**src/sv/i2cm_pkg.sv**
```systemverilog
// Shared types and constants for the I2C master bit engine.
package i2cm_pkg;

    // Command codes carried in the opcode field
    typedef enum logic [1:0] {
        OP_START = 2'd0,
        OP_STOP  = 2'd1,
        OP_WRITE = 2'd2,
        OP_READ  = 2'd3
    } t_opcode;

    // Bus phase of the running command; idle means no command in progress
    typedef enum logic [2:0] {
        PH_IDLE   = 3'd0,
        PH_FIRST  = 3'd1,
        PH_SECOND = 3'd2,
        PH_THIRD  = 3'd3,
        PH_FOURTH = 3'd4
    } t_phase;

    localparam logic [15:0] HALF_PERIOD_RESET = 16'd250;
    localparam logic [3:0]  BITS_PER_BYTE     = 4'd8;

    // One input beat: a single clock tick of the bus sequencer
    typedef struct packed {
        logic       cmd_valid;
        logic [1:0] opcode;
        logic [7:0] write_data;
        logic       nack_after_read;
        logic       sda_sample;
    } t_in_item;

    // One result beat, produced for every input beat
    typedef struct packed {
        logic       scl_release;
        logic       sda_release;
        logic       busy_res;
        logic       done_res;
        logic [7:0] read_data;
        logic       ack_missing;
    } t_out_item;

    // Sequencer state carried from tick to tick
    typedef struct packed {
        t_opcode     command_kind;
        t_phase      phase;
        logic [3:0]  bit_count;
        logic [7:0]  shift_byte;
        logic [15:0] phase_timer;
        logic        scl_level;
        logic        sda_level;
        logic        ack_flag;
        logic        nack_choice;
    } t_state;

endpackage

```
**src/sv/i2c_master_bit_engine.sv**
```systemverilog
// Top level of the I2C master bit engine: beat registers, state and config.
// Each input beat is one tick of an open-drain I2C master sequencer and yields exactly one
// result beat carrying the SCL/SDA release levels, busy, a done pulse, the read byte and the
// missing-ack flag. A beat passes an input register, one step of sequencer logic and a result
// register, and the result register holds its result until the output side takes it at a clock
// edge; one beat is taken every cycle while the result side keeps up. While a result
// waits on the output, the input register takes at most one more beat and then holds ready
// low. Commands (start, stop, write byte with ack check, read byte with ACK or NACK) are
// taken only when idle, and every bus phase lasts half_period_ticks beats, with zero acting
// as one. i_cfg_we writes half_period_ticks (reset 250) and must only be used while no beat
// is in flight; a write during a command affects only the phases loaded after it.
module i2c_master_bit_engine
    import i2cm_pkg::*;
(
    input  logic        i_clk,
    input  logic        i_rst_n,
    input  logic        i_in_valid,
    output logic        o_in_ready,
    input  t_in_item    i_in_item,
    output logic        o_out_valid,
    input  logic        i_out_ready,
    output t_out_item   o_out_item,
    input  logic        i_cfg_we,
    input  logic [15:0] i_cfg_wdata
);

    logic        r_in_valid;
    t_in_item    r_in_item;
    t_state      r_state;
    logic        r_out_valid;
    t_out_item   r_out_item;
    logic [15:0] r_half_period;
    t_state      n_state;
    t_out_item   n_out_item;
    logic        step_go;

    // Move a beat from the input register to the result register
    assign step_go    = r_in_valid && (!r_out_valid || i_out_ready);
    assign o_in_ready = !r_in_valid || step_go;

    i2cm_step u_step (
        .i_state       (r_state),
        .i_item        (r_in_item),
        .i_half_period (r_half_period),
        .o_state       (n_state),
        .o_result      (n_out_item)
    );

    // Hold the period register
    always_ff @(posedge i_clk) begin
        if (!i_rst_n) begin
            r_half_period <= HALF_PERIOD_RESET;
        end else if (i_cfg_we) begin
            r_half_period <= i_cfg_wdata;
        end
    end

    // Capture input beats
    always_ff @(posedge i_clk) begin
        if (!i_rst_n) begin
            r_in_valid <= 1'b0;
        end else if (o_in_ready) begin
            r_in_valid <= i_in_valid;
        end
    end

    always_ff @(posedge i_clk) begin
        if (o_in_ready && i_in_valid) begin
            r_in_item <= i_in_item;
        end
    end

    // Advance sequencer state
    always_ff @(posedge i_clk) begin
        if (!i_rst_n) begin
            r_state.command_kind <= OP_START;
            r_state.phase        <= PH_IDLE;
            r_state.bit_count    <= 4'd0;
            r_state.shift_byte   <= 8'd0;
            r_state.phase_timer  <= 16'd0;
            r_state.scl_level    <= 1'b1;
            r_state.sda_level    <= 1'b1;
            r_state.ack_flag     <= 1'b0;
            r_state.nack_choice  <= 1'b0;
        end else if (step_go) begin
            r_state <= n_state;
        end
    end

    // Hold result beats until taken
    always_ff @(posedge i_clk) begin
        if (!i_rst_n) begin
            r_out_valid <= 1'b0;
        end else if (step_go) begin
            r_out_valid <= 1'b1;
        end else if (i_out_ready) begin
            r_out_valid <= 1'b0;
        end
    end

    always_ff @(posedge i_clk) begin
        if (step_go) begin
            r_out_item <= n_out_item;
        end
    end

    assign o_out_valid = r_out_valid;
    assign o_out_item  = r_out_item;

    // Checks
    a_done_not_busy: assert property (@(posedge i_clk) disable iff (!i_rst_n)
        (r_out_valid && r_out_item.done_res) |-> !r_out_item.busy_res)
        else $error("done beat still reports busy");

    a_ack_only_on_done: assert property (@(posedge i_clk) disable iff (!i_rst_n)
        (r_out_valid && r_out_item.ack_missing) |-> r_out_item.done_res)
        else $error("ack_missing outside a done beat");

    a_idle_timer_clear: assert property (@(posedge i_clk) disable iff (!i_rst_n)
        (r_state.phase == PH_IDLE) |-> (r_state.phase_timer == 16'd0))
        else $error("phase timer running while idle");

    a_busy_timer_live: assert property (@(posedge i_clk) disable iff (!i_rst_n)
        (r_state.phase != PH_IDLE) |-> (r_state.phase_timer != 16'd0))
        else $error("phase timer empty during a command");

    a_bit_count_range: assert property (@(posedge i_clk) disable iff (!i_rst_n)
        r_state.bit_count <= BITS_PER_BYTE)
        else $error("bit count beyond one byte");

    a_ready_when_free: assert property (@(posedge i_clk) disable iff (!i_rst_n)
        !r_out_valid |-> o_in_ready)
        else $error("input stalled with empty result register");

endmodule

```
**src/sv/i2cm_step.sv**
```systemverilog
// One-tick update of the I2C bit sequencer: next state and result beat.
module i2cm_step
    import i2cm_pkg::*;
(
    input  t_state      i_state,
    input  t_in_item    i_item,
    input  logic [15:0] i_half_period,
    output t_state      o_state,
    output t_out_item   o_result
);

    t_phase      n_phase;
    t_state      n_state;
    logic        busy;
    logic        expired;
    logic        done;
    logic [15:0] load_ticks;
    logic [3:0]  cnt_inc;
    logic [7:0]  shift_nx;
    logic        is_write;

    // Decode common terms
    assign busy       = (i_state.phase != PH_IDLE);
    assign expired    = (i_state.phase_timer <= 16'd1);
    assign load_ticks = (i_half_period == 16'd0) ? 16'd1 : i_half_period;
    assign cnt_inc    = i_state.bit_count + 4'd1;
    assign is_write   = (i_state.command_kind == OP_WRITE);
    assign shift_nx   = is_write ? {i_state.shift_byte[6:0], 1'b0}
                                 : {i_state.shift_byte[6:0], i_item.sda_sample};

    // Next phase
    always_comb begin
        n_phase = i_state.phase;
        if (!busy) begin
            if (i_item.cmd_valid) begin
                n_phase = PH_FIRST;
            end
        end else if (expired) begin
            case (i_state.command_kind)
                OP_START: begin
                    n_phase = (i_state.phase == PH_FIRST) ? PH_SECOND : PH_IDLE;
                end
                OP_STOP: begin
                    case (i_state.phase)
                        PH_FIRST:  n_phase = PH_SECOND;
                        PH_SECOND: n_phase = PH_THIRD;
                        default:   n_phase = PH_IDLE;
                    endcase
                end
                default: begin
                    case (i_state.phase)
                        PH_FIRST:  n_phase = PH_SECOND;
                        PH_SECOND: n_phase = (cnt_inc >= BITS_PER_BYTE) ? PH_THIRD
                                                                        : PH_FIRST;
                        PH_THIRD:  n_phase = PH_FOURTH;
                        default:   n_phase = PH_IDLE;
                    endcase
                end
            endcase
        end
    end

    assign done = busy && expired && (n_phase == PH_IDLE);

    // Line levels, data path and phase timer
    always_comb begin
        n_state       = i_state;
        n_state.phase = n_phase;
        if (!busy) begin
            if (i_item.cmd_valid) begin
                n_state.command_kind = t_opcode'(i_item.opcode);
                n_state.bit_count    = 4'd0;
                n_state.phase_timer  = load_ticks;
                case (t_opcode'(i_item.opcode))
                    OP_START: begin
                        n_state.scl_level = 1'b1;
                        n_state.sda_level = 1'b1;
                    end
                    OP_STOP: begin
                        n_state.scl_level = 1'b0;
                        n_state.sda_level = 1'b0;
                    end
                    OP_WRITE: begin
                        n_state.shift_byte = i_item.write_data;
                        n_state.ack_flag   = 1'b0;
                        n_state.scl_level  = 1'b0;
                        n_state.sda_level  = i_item.write_data[7];
                    end
                    default: begin
                        n_state.shift_byte  = 8'd0;
                        n_state.nack_choice = i_item.nack_after_read;
                        n_state.scl_level   = 1'b0;
                        n_state.sda_level   = 1'b1;
                    end
                endcase
            end
        end else if (!expired) begin
            n_state.phase_timer = i_state.phase_timer - 16'd1;
        end else begin
            n_state.phase_timer = done ? 16'd0 : load_ticks;
            case (i_state.command_kind)
                OP_START: begin
                    if (i_state.phase == PH_FIRST) begin
                        n_state.scl_level = 1'b1;
                        n_state.sda_level = 1'b0;
                    end else begin
                        n_state.scl_level = 1'b0;
                    end
                end
                OP_STOP: begin
                    case (i_state.phase)
                        PH_FIRST: begin
                            n_state.scl_level = 1'b1;
                            n_state.sda_level = 1'b0;
                        end
                        PH_SECOND: begin
                            n_state.scl_level = 1'b1;
                            n_state.sda_level = 1'b1;
                        end
                        default: ;
                    endcase
                end
                default: begin
                    case (i_state.phase)
                        PH_FIRST: begin
                            n_state.scl_level = 1'b1;
                        end
                        PH_SECOND: begin
                            // shift one bit, then go to the next bit or the ack bit
                            n_state.shift_byte = shift_nx;
                            n_state.bit_count  = cnt_inc;
                            n_state.scl_level  = 1'b0;
                            if (cnt_inc >= BITS_PER_BYTE) begin
                                n_state.sda_level = is_write ? 1'b1 : i_state.nack_choice;
                            end else begin
                                n_state.sda_level = is_write ? shift_nx[7] : 1'b1;
                            end
                        end
                        PH_THIRD: begin
                            n_state.scl_level = 1'b1;
                        end
                        default: begin
                            // end of ack bit: sample on write, pull SCL low
                            if (is_write) begin
                                n_state.ack_flag = i_item.sda_sample;
                            end
                            n_state.scl_level = 1'b0;
                        end
                    endcase
                end
            endcase
        end
    end

    // Drive result beat
    assign o_state              = n_state;
    assign o_result.scl_release = n_state.scl_level;
    assign o_result.sda_release = n_state.sda_level;
    assign o_result.busy_res    = (n_phase != PH_IDLE);
    assign o_result.done_res    = done;
    assign o_result.read_data   = (done && i_state.command_kind == OP_READ)
                                  ? n_state.shift_byte : 8'd0;
    assign o_result.ack_missing = done && is_write && n_state.ack_flag;

endmodule

```
**config.mk**
```make
export PLATFORM = sky130hd
export DESIGN_NAME = i2c_master_bit_engine
export DESIGN_NICKNAME = d
export VERILOG_FILES = /design/src/sv/i2cm_pkg.sv /design/src/sv/i2c_master_bit_engine.sv /design/src/sv/i2cm_step.sv
export SDC_FILE = /design/constraint.sdc
export NUM_CORES = 1
export LEC_CHECK = 0
export ABC_AREA = 1
export BUFFER_PORTS_ARGS = -buffer_cell sky130_fd_sc_hd__buf_2
export CORE_ASPECT_RATIO = 1.5
export CORE_MARGIN = 5
export CORE_UTILIZATION = 42
export CTS_CLUSTER_DIAMETER = 100
export DETAILED_ROUTE_END_ITERATION = 10
export PLACE_DENSITY = 0.57
export SLEW_MARGIN = 5
export SYNTH_ARGS = -nofsm -noshare
export SYNTH_HDL_FRONTEND = slang
export SYNTH_SLANG_ARGS = --single-unit
```
**constraint.sdc**
```tcl
create_clock -name i_clk -period 2.5 [get_ports i_clk]
set_clock_uncertainty 0.15 [all_clocks]
set_input_delay 0.375 -clock i_clk [delete_from_list [all_inputs] [get_ports i_clk]]
set_output_delay 0.375 -clock i_clk [all_outputs]
set_load 0.05 [all_outputs]
```
==> results of run 1 <==
[critical path, delay by kind of cell, from the launching register on]
kind	cells	cell delay [ns]
AO/OA/AOI/OAI	3	0.48
buffers and inverters	3	0.55
flip-flops	1	0.42
AND/OR/NAND/NOR	3	0.50
[state kept, by name (all words and copies together) (netlist names)]
| name | cells |
|---|---|
| r_half_period | 16 |
| o_out_valid | 1 |
| r_state | 37 |
| r_in_item | 13 |
| o_out_item | 13 |
| r_in_valid | 1 |
[routing by layer]
metal  global-route usage  vias to the layer above  part of all wire
met5                    0                        -                 0
met4                0.144                        0             0.067
met3               0.0360                       43             0.037
met2                0.349                      113              0.53
met1                0.199                     1775              0.36
li1                     -                     1953                 -
[cells in the final DEF (no fill, tap or decap), types with 12 or more instances in the layout]
master | netlist | routed
dfxtp_1 | 55 | 55
buf_4 | 0 | 12
nand3_1 | 45 | 45
inv_1 | 56 | 56
o21ai_0 | 60 | 60
nand2_1 | 86 | 85
nor2_1 | 43 | 43
a21oi_1 | 62 | 62
edfxtp_1 | 26 | 26
buf_2 | 2 | 48
[through the flow]
stage / power [uW] / hold WS [ns] / cells / utilization
2_1_floorplan: 2090 / 0.280 / 538 / -
3_3_place_gp: 2310 / 0.306 / 695 / 0.470
3_5_place_dp: 2320 / 0.314 / 695 / 0.470
4_1_cts: 3610 / 0.0434 / 711 / 0.499
5_1_grt: 3780 / 0.0437 / 711 / 0.502
6_report: 3580 / 0.0548 / 711 / 0.502
[final cells by class]
cell class | instances | area, um^2 | share of cell area
repair buffers | 61 | 350 | 0.0721
inverters | 63 | 236 | 0.0486
clock inverters | 6 | 47.5 | 0.00978
multi-input cells | 375 | 1960 | 0.404
clock buffers | 10 | 239 | 0.0492
flip-flops and latches | 81 | 1880 | 0.387
well taps | 115 | 144 | 0.0296
[power groups by stage]
stage / clock network (uW) / registers, uW / logic (uW)
after floorplan: 0 / 1570 / 517
after global placement: 0 / 1550 / 763
after detailed placement: 0 / 1550 / 770
after CTS: 1310 / 1520 / 773
after global routing: 1360 / 1530 / 884
final: 1270 / 1530 / 787
[logic make-up after synthesis]
group / count (synthesis)
fa+ha+maj: 3
flops: 81
buf+inv: 82
xor+xnor: 4
compound gates: 156
simple gates: 212
[worst min path at each step]
stage	slack [ns]	to
after global routing	0.04	r_in_item[3]
after floorplan	0.28	r_state[0]
after CTS	0.04	r_in_item[8]
after detailed placement	0.31	r_state[31]
after global placement	0.31	r_state[31]
final	0.05	r_in_item[8]
==> impl_metrics.json, run 1 <==
{
  "status": "complete, no violations",
  "min_period_ns": 2.22,
  "cpMaxStageDelayCell": "dfxtp_1",
  "dieArea_um2": 12000,
  "place_hpwl_um": 8790,
  "grt_pass1_vias": 3844,
  "ys.flop_type": "dfxtp_1",
  "switchingPower_uw": 1160,
  "h-tree-depth": 3,
  "finalSetupTns_ns": 0,
  "r2r_cells": 9,
  "grt-ovfl-total": 0,
  "yosysTopAreaCell": "dfxtp_1",
  "synth_common_cells": "86 x nand2_1, 62 x a21oi_1, 60 x o21ai_0",
  "synth.most_common_cell": "nand2_1",
  "cpPeakStageDelay_ns": 0.42,
  "hp-start": "i_in_item[8]",
  "antenna_found_initial": 0,
  "syn_area_um2": 4150,
  "async_flop_share": 0,
  "worstMarginPinSlew_ns": 0.447,
  "cts.repair.resized": 0,
  "synthXorXnorAreaFrac": 0.00845,
  "cp.required_ns": 2.58,
  "drtPass1Iterations": 4,
  "synth_edf_count": 26,
  "arrival_ns": 2.30,
  "synth_top_area_frac": 0.265,
  "cts_tree": "done",
  "gp_congestion": 0.874,
  "initialDrtViolationCount": 123,
  "wirelength_um": 11500,
  "finalInstanceArea_um2": 4860,
  "synth_cell_types": 35,
  "crit-reg2reg-launch": "r_state[33]",
  "port_buffers": 48,
  "setup_slack_ns": 0.283,
  "gr-usage-all-layers": 0.196,
  "cts_sinks": 81,
  "rsz0062_at_grt": "false",
  "nFillCells": 964,
  "clock.fmax_mhz": 451,
  "crit_end": "r_state[18]",
  "crit_top_cell": "inv_1",
  "worstReg2RegEnd": "r_state[18]",
  "max-clock-path-buffers": 2,
  "yosysWarnings": 0,
  "yosysSeqAreaShare": 0.454,
  "p_int_uw": 2420,
  "core_area_um2": 9690,
  "vias_per_cell": 5.46,
  "die_height_um": 132,
  "synth_top_family_by_area": "simple AND/OR/NAND/NOR gates",
  "final_max_slew_viol_count": 0,
  "power_frac_clock": 0.354,
  "pwr-share-comb": 0.220,
  "synth_nets": 575,
  "critPathKind": "reg -> reg",
  "synth_fa_ha_area_frac": 0.00905,
  "swShare": 0.324,
  "powerDensity_nw_per_um2": 737,
  "cts_buffers": 9,
  "min_path_type": "in -> reg",
  "hold_violations": 0,
  "num_vias": 3884,
  "clock_latency_ns": 0.34,
  "place_area_um2": 4550,
  "finalNetCount": 628,
  "path_clk_slew_ns": 0.06,
  "pre_cts_slack_ns": 0.112,
  "antenna_cells": 0,
  "hold_buffers": 0,
  "finalCritPeriodShare": 0.887,
  "seqPwrFrac": 0.426,
  "avgRoutedWirePerCell_um": 16.1,
  "dieWidth_um": 91.1,
  "hold_depth": 1,
  "drc": 0,
  "start_util": 0.428,
  "cts_setup_buffers": 0,
  "cp-end-kind": "register",
  "rrSetupSlack_ns": 0.28,
  "final-setup-viol-count": 0,
  "slew_headroom": 0.702,
  "synthMuxAreaShare": 0,
  "num_io_pins": 49,
  "synth_compound_area_frac": 0.202,
  "p_leak_uw": 0.00208,
  "avgSynthCellArea_um2": 7.71,
  "clockRootBuffer": "clkbuf_16",
  "synth_simple_gate_area_frac": 0.248,
  "grt_first_pass_wirelength_um": 18600,
  "path_cells": "inv_1 -> nand2_2 -> inv_1 -> nand2_1 -> nand2_2 -> inv_1 -> o21ai_0 -> a31oi_1 -> a21oi_1",
  "synth_area_leaders": "dfxtp_1 27%, edfxtp_1 19%, nand2_1 7.8%",
  "syn2layout_area_growth_pct": 17.2,
  "cp-startpoint": "r_state[33]",
  "cp_max_fo": 10,
  "synth_cells": 538,
  "grt_max_degree": 34,
  "drive_above_1_share": 0.180,
  "rows": 44,
  "vdd.ir_drop.worst_v": 0.000480,
  "ys_ff_latch": 81,
  "cp-start-kind": "register",
  "ant_nets": 0,
  "drv_cap": 0
}
(Power assumes the default switching activity.)
==> run 2: changes to the inputs <==
--- a/config.mk
+++ b/config.mk
@@ -5,13 +5,12 @@
 export SDC_FILE = /design/constraint.sdc
 export NUM_CORES = 1
 export LEC_CHECK = 0
-export ABC_AREA = 1
 export BUFFER_PORTS_ARGS = -buffer_cell sky130_fd_sc_hd__buf_2
 export CORE_ASPECT_RATIO = 1.5
-export CORE_MARGIN = 5
 export CORE_UTILIZATION = 42
 export CTS_CLUSTER_DIAMETER = 100
 export DETAILED_ROUTE_END_ITERATION = 10
+export GPL_TIMING_DRIVEN = 0
 export PLACE_DENSITY = 0.57
 export SLEW_MARGIN = 5
 export SYNTH_ARGS = -nofsm -noshare
==> run 2 against run 1 <==
Compared with the run above: sequential power fell by 5%; hold slack got worse by 0.0064 ns; via count down 7.6%; die area shrank 17%; critical path type unchanged; largest power group unchanged; highest routed layer unchanged.
==> impl_metrics.json, run 2 <==
{
  "status": "complete, no violations",
  "synth_cell_types": 68,
  "cts_sinks": 80,
  "finalInstanceArea_um2": 4820,
  "finalCritPeriodShare": 0.961,
  "hold_violations": 0,
  "grt_pass1_vias": 3595,
  "arrival_ns": 2.48,
  "syn2layout_area_growth_pct": 20.0,
  "h-tree-depth": 3,
  "finalNetCount": 522,
  "vdd.ir_drop.worst_v": 0.000454,
  "avgSynthCellArea_um2": 9.46,
  "synth.most_common_cell": "dfxtp_1",
  "path_clk_slew_ns": 0.07,
  "synth_nets": 462,
  "worstMarginPinSlew_ns": 0.709,
  "critPathKind": "reg -> reg",
  "synth_edf_count": 26,
  "synth_cells": 425,
  "clock.fmax_mhz": 416,
  "powerDensity_nw_per_um2": 714,
  "min_path_type": "in -> reg",
  "p_int_uw": 2410,
  "final_max_slew_viol_count": 0,
  "yosysSeqAreaShare": 0.463,
  "power_uw": 3440,
  "cp.required_ns": 2.58,
  "ys_ff_latch": 80,
  "avgRoutedWirePerCell_um": 19.3,
  "drc": 0,
  "top_regs": "r_state x36, r_half_period x16",
  "layout_common_cells": "54 x dfxtp_1, 49 x buf_2, 44 x nand2_1",
  "pwr-share-comb": 0.181,
  "dieWidth_um": 81.9,
  "r2r_cells": 8,
  "wirelength_um": 11600,
  "slew_headroom": 0.528,
  "num_io_pins": 49,
  "final_util": 0.521,
  "power_frac_clock": 0.395,
  "clockRootBuffer": "clkbuf_16",
  "clock_latency_ns": 0.35,
  "layout_commonest_cell": "dfxtp_1",
  "hp-start": "i_in_item[8]",
  "yosysWarnings": 0,
  "final-setup-viol-count": 0,
  "cp_max_fo": 10,
  "ant_nets": 0,
  "core_area_um2": 9250,
  "worstReg2RegEnd": "r_state[7]",
  "num_vias": 3588,
  "gp_congestion": 0.893,
  "initialDrtViolationCount": 199,
  "synth_top_area_frac": 0.269,
  "p_leak_uw": 0.00184,
  "drtPass1Iterations": 6,
  "nFillCells": 900,
  "syn_area_um2": 4020,
  "ys.flop_type": "dfxtp_1",
  "synth_common_cells": "54 x dfxtp_1, 44 x nand2_1, 29 x a21oi_1",
  "min_period_ns": 2.40,
  "die_height_um": 122,
  "start_util": 0.435,
  "drive_above_1_share": 0.227,
  "largest_reg_flops": 36,
  "grt_first_pass_wirelength_um": 18600,
  "cp-end-kind": "register",
  "regMostFlops": "r_state",
  "cp-startpoint": "r_state[4]",
  "place_hpwl_um": 8350,
  "cts_tree": "done",
  "cts_buffers": 9,
  "place_area_um2": 4390,
  "switchingPower_uw": 1030,
  "grt-ovfl-total": 0,
  "drv_cap": 0,
  "rows": 43,
  "cp-start-kind": "register",
  "max-clock-path-buffers": 2,
  "crit_end": "r_state[7]",
  "grt_max_degree": 22,
  "port_buffers": 46,
  "swShare": 0.300,
  "vias_per_cell": 5.96,
  "crit-reg2reg-launch": "r_state[4]",
  "dieArea_um2": 9980,
  "async_flop_share": 0,
  "rrSetupSlack_ns": 0.1,
  "yosysTopAreaCell": "dfxtp_1",
  "seqPwrFrac": 0.424,
  "antenna_cells": 0,
  "antenna_found_initial": 0,
  "gr-usage-all-layers": 0.256,
  "synth_area_leaders": "dfxtp_1 27%, edfxtp_1 19%, mux2i_1 5.0%"
}
run 2: cell count changes in the layout (fill, tap and decap cells not counted), moves of 7 or more:
cell	change
nand2_1	-41
o221a_2	+7
inv_1	-48
nor2_1	-17
o211ai_1	-9
mux2i_1	+20
o21a_1	+13
o21ai_0	-38
clkbuf_1	+12
buf_4	-8
nand3_1	-33
nor2b_1	+10
a21oi_1	-37
run 2: critical path, cell delays in order (launching register included):
cell and delay [ns]:
dfxtp_1 0.43, inv_1 0.07, ha_1 0.31, o2111a_1 0.32, clkbuf_4 0.22, and3_1 0.19
buf_2 0.16, o21ai_0 0.30, a31oi_1 0.13
run 2: layer usage:
layer	up-vias	share of wire	global-route usage
met4	0	0.053	0.174
li1	1734	-	-
met5	-	0	0
met2	113	0.53	0.440
met3	36	0.039	0.0554
met1	1705	0.38	0.272
run 2: timing repair:
action | in CTS | in global routing
endpoints found under the setup margin | 22 | 37
hold buffers | 0 | 0
setup buffers | 0 | 3
gates cloned | 0 | 0
pin swaps | 0 | 2
resized for setup | 9 | 18
run 2: worst min-delay path by stage:
stage,end,slack (ns),cells after the start
floorplan,r_state[29],0.30,2
global route,r_in_item[10],0.04,1
detailed placement,r_state[29],0.32,2
finish,r_in_item[8],0.05,1
global placement,r_state[29],0.31,2
CTS,r_in_item[8],0.04,1
run 2: final cells by class:
| cell class | count | area, um^2 | share of cell area |
|---|---|---|---|
| buffer | 25 | 135 | 0.0280 |
| clock buffer | 9 | 225 | 0.0467 |
| timing repair buffer | 49 | 253 | 0.0524 |
| sequential | 80 | 1860 | 0.386 |
| multi-input combinational | 311 | 2100 | 0.435 |
| clock inverter | 7 | 77.6 | 0.0161 |
| tap | 112 | 140 | 0.0290 |
| inverter | 9 | 33.8 | 0.00700 |
run 2: kinds of logic (layout without fill, tap and decap cells):
group / after synthesis / after routing / synth area share
buffers and inverters: 34 / 99 / 0.0401
multiplexers: 21 / 21 / 0.0526
adder cells (fa/ha/maj): 3 / 3 / 0.00934
AND/OR/NAND/NOR: 158 / 158 / 0.211
flip-flops: 80 / 80 / 0.463
AO/OA/AOI/OAI: 125 / 125 / 0.215
XOR/XNOR: 4 / 4 / 0.00871
run 2: power groups by stage:
stage | logic (uW) | registers, uW | clock network [uW]
4_1_cts | 583 | 1460 | 1380
5_1_grt | 676 | 1470 | 1430
3_5_place_dp | 567 | 1490 | 0
3_3_place_gp | 561 | 1490 | 0
6_report | 623 | 1460 | 1360
2_1_floorplan | 371 | 1500 | 0
run 2: stage by stage:
| step | std cells | setup WS, ns | setup TNS, ns | hold slack (ns) |
|---|---|---|---|---|
| floorplan | 425 | 0.309 | 0 | 0.302 |
| global placement | 583 | -0.349 | -2.69 | 0.311 |
| detailed placement | 583 | -0.382 | -3.46 | 0.323 |
| CTS | 599 | -0.00873 | -0.0107 | 0.0417 |
| global route | 602 | -0.00710 | -0.00710 | 0.0404 |
| finish | 602 | 0.0968 | 0 | 0.0484 |
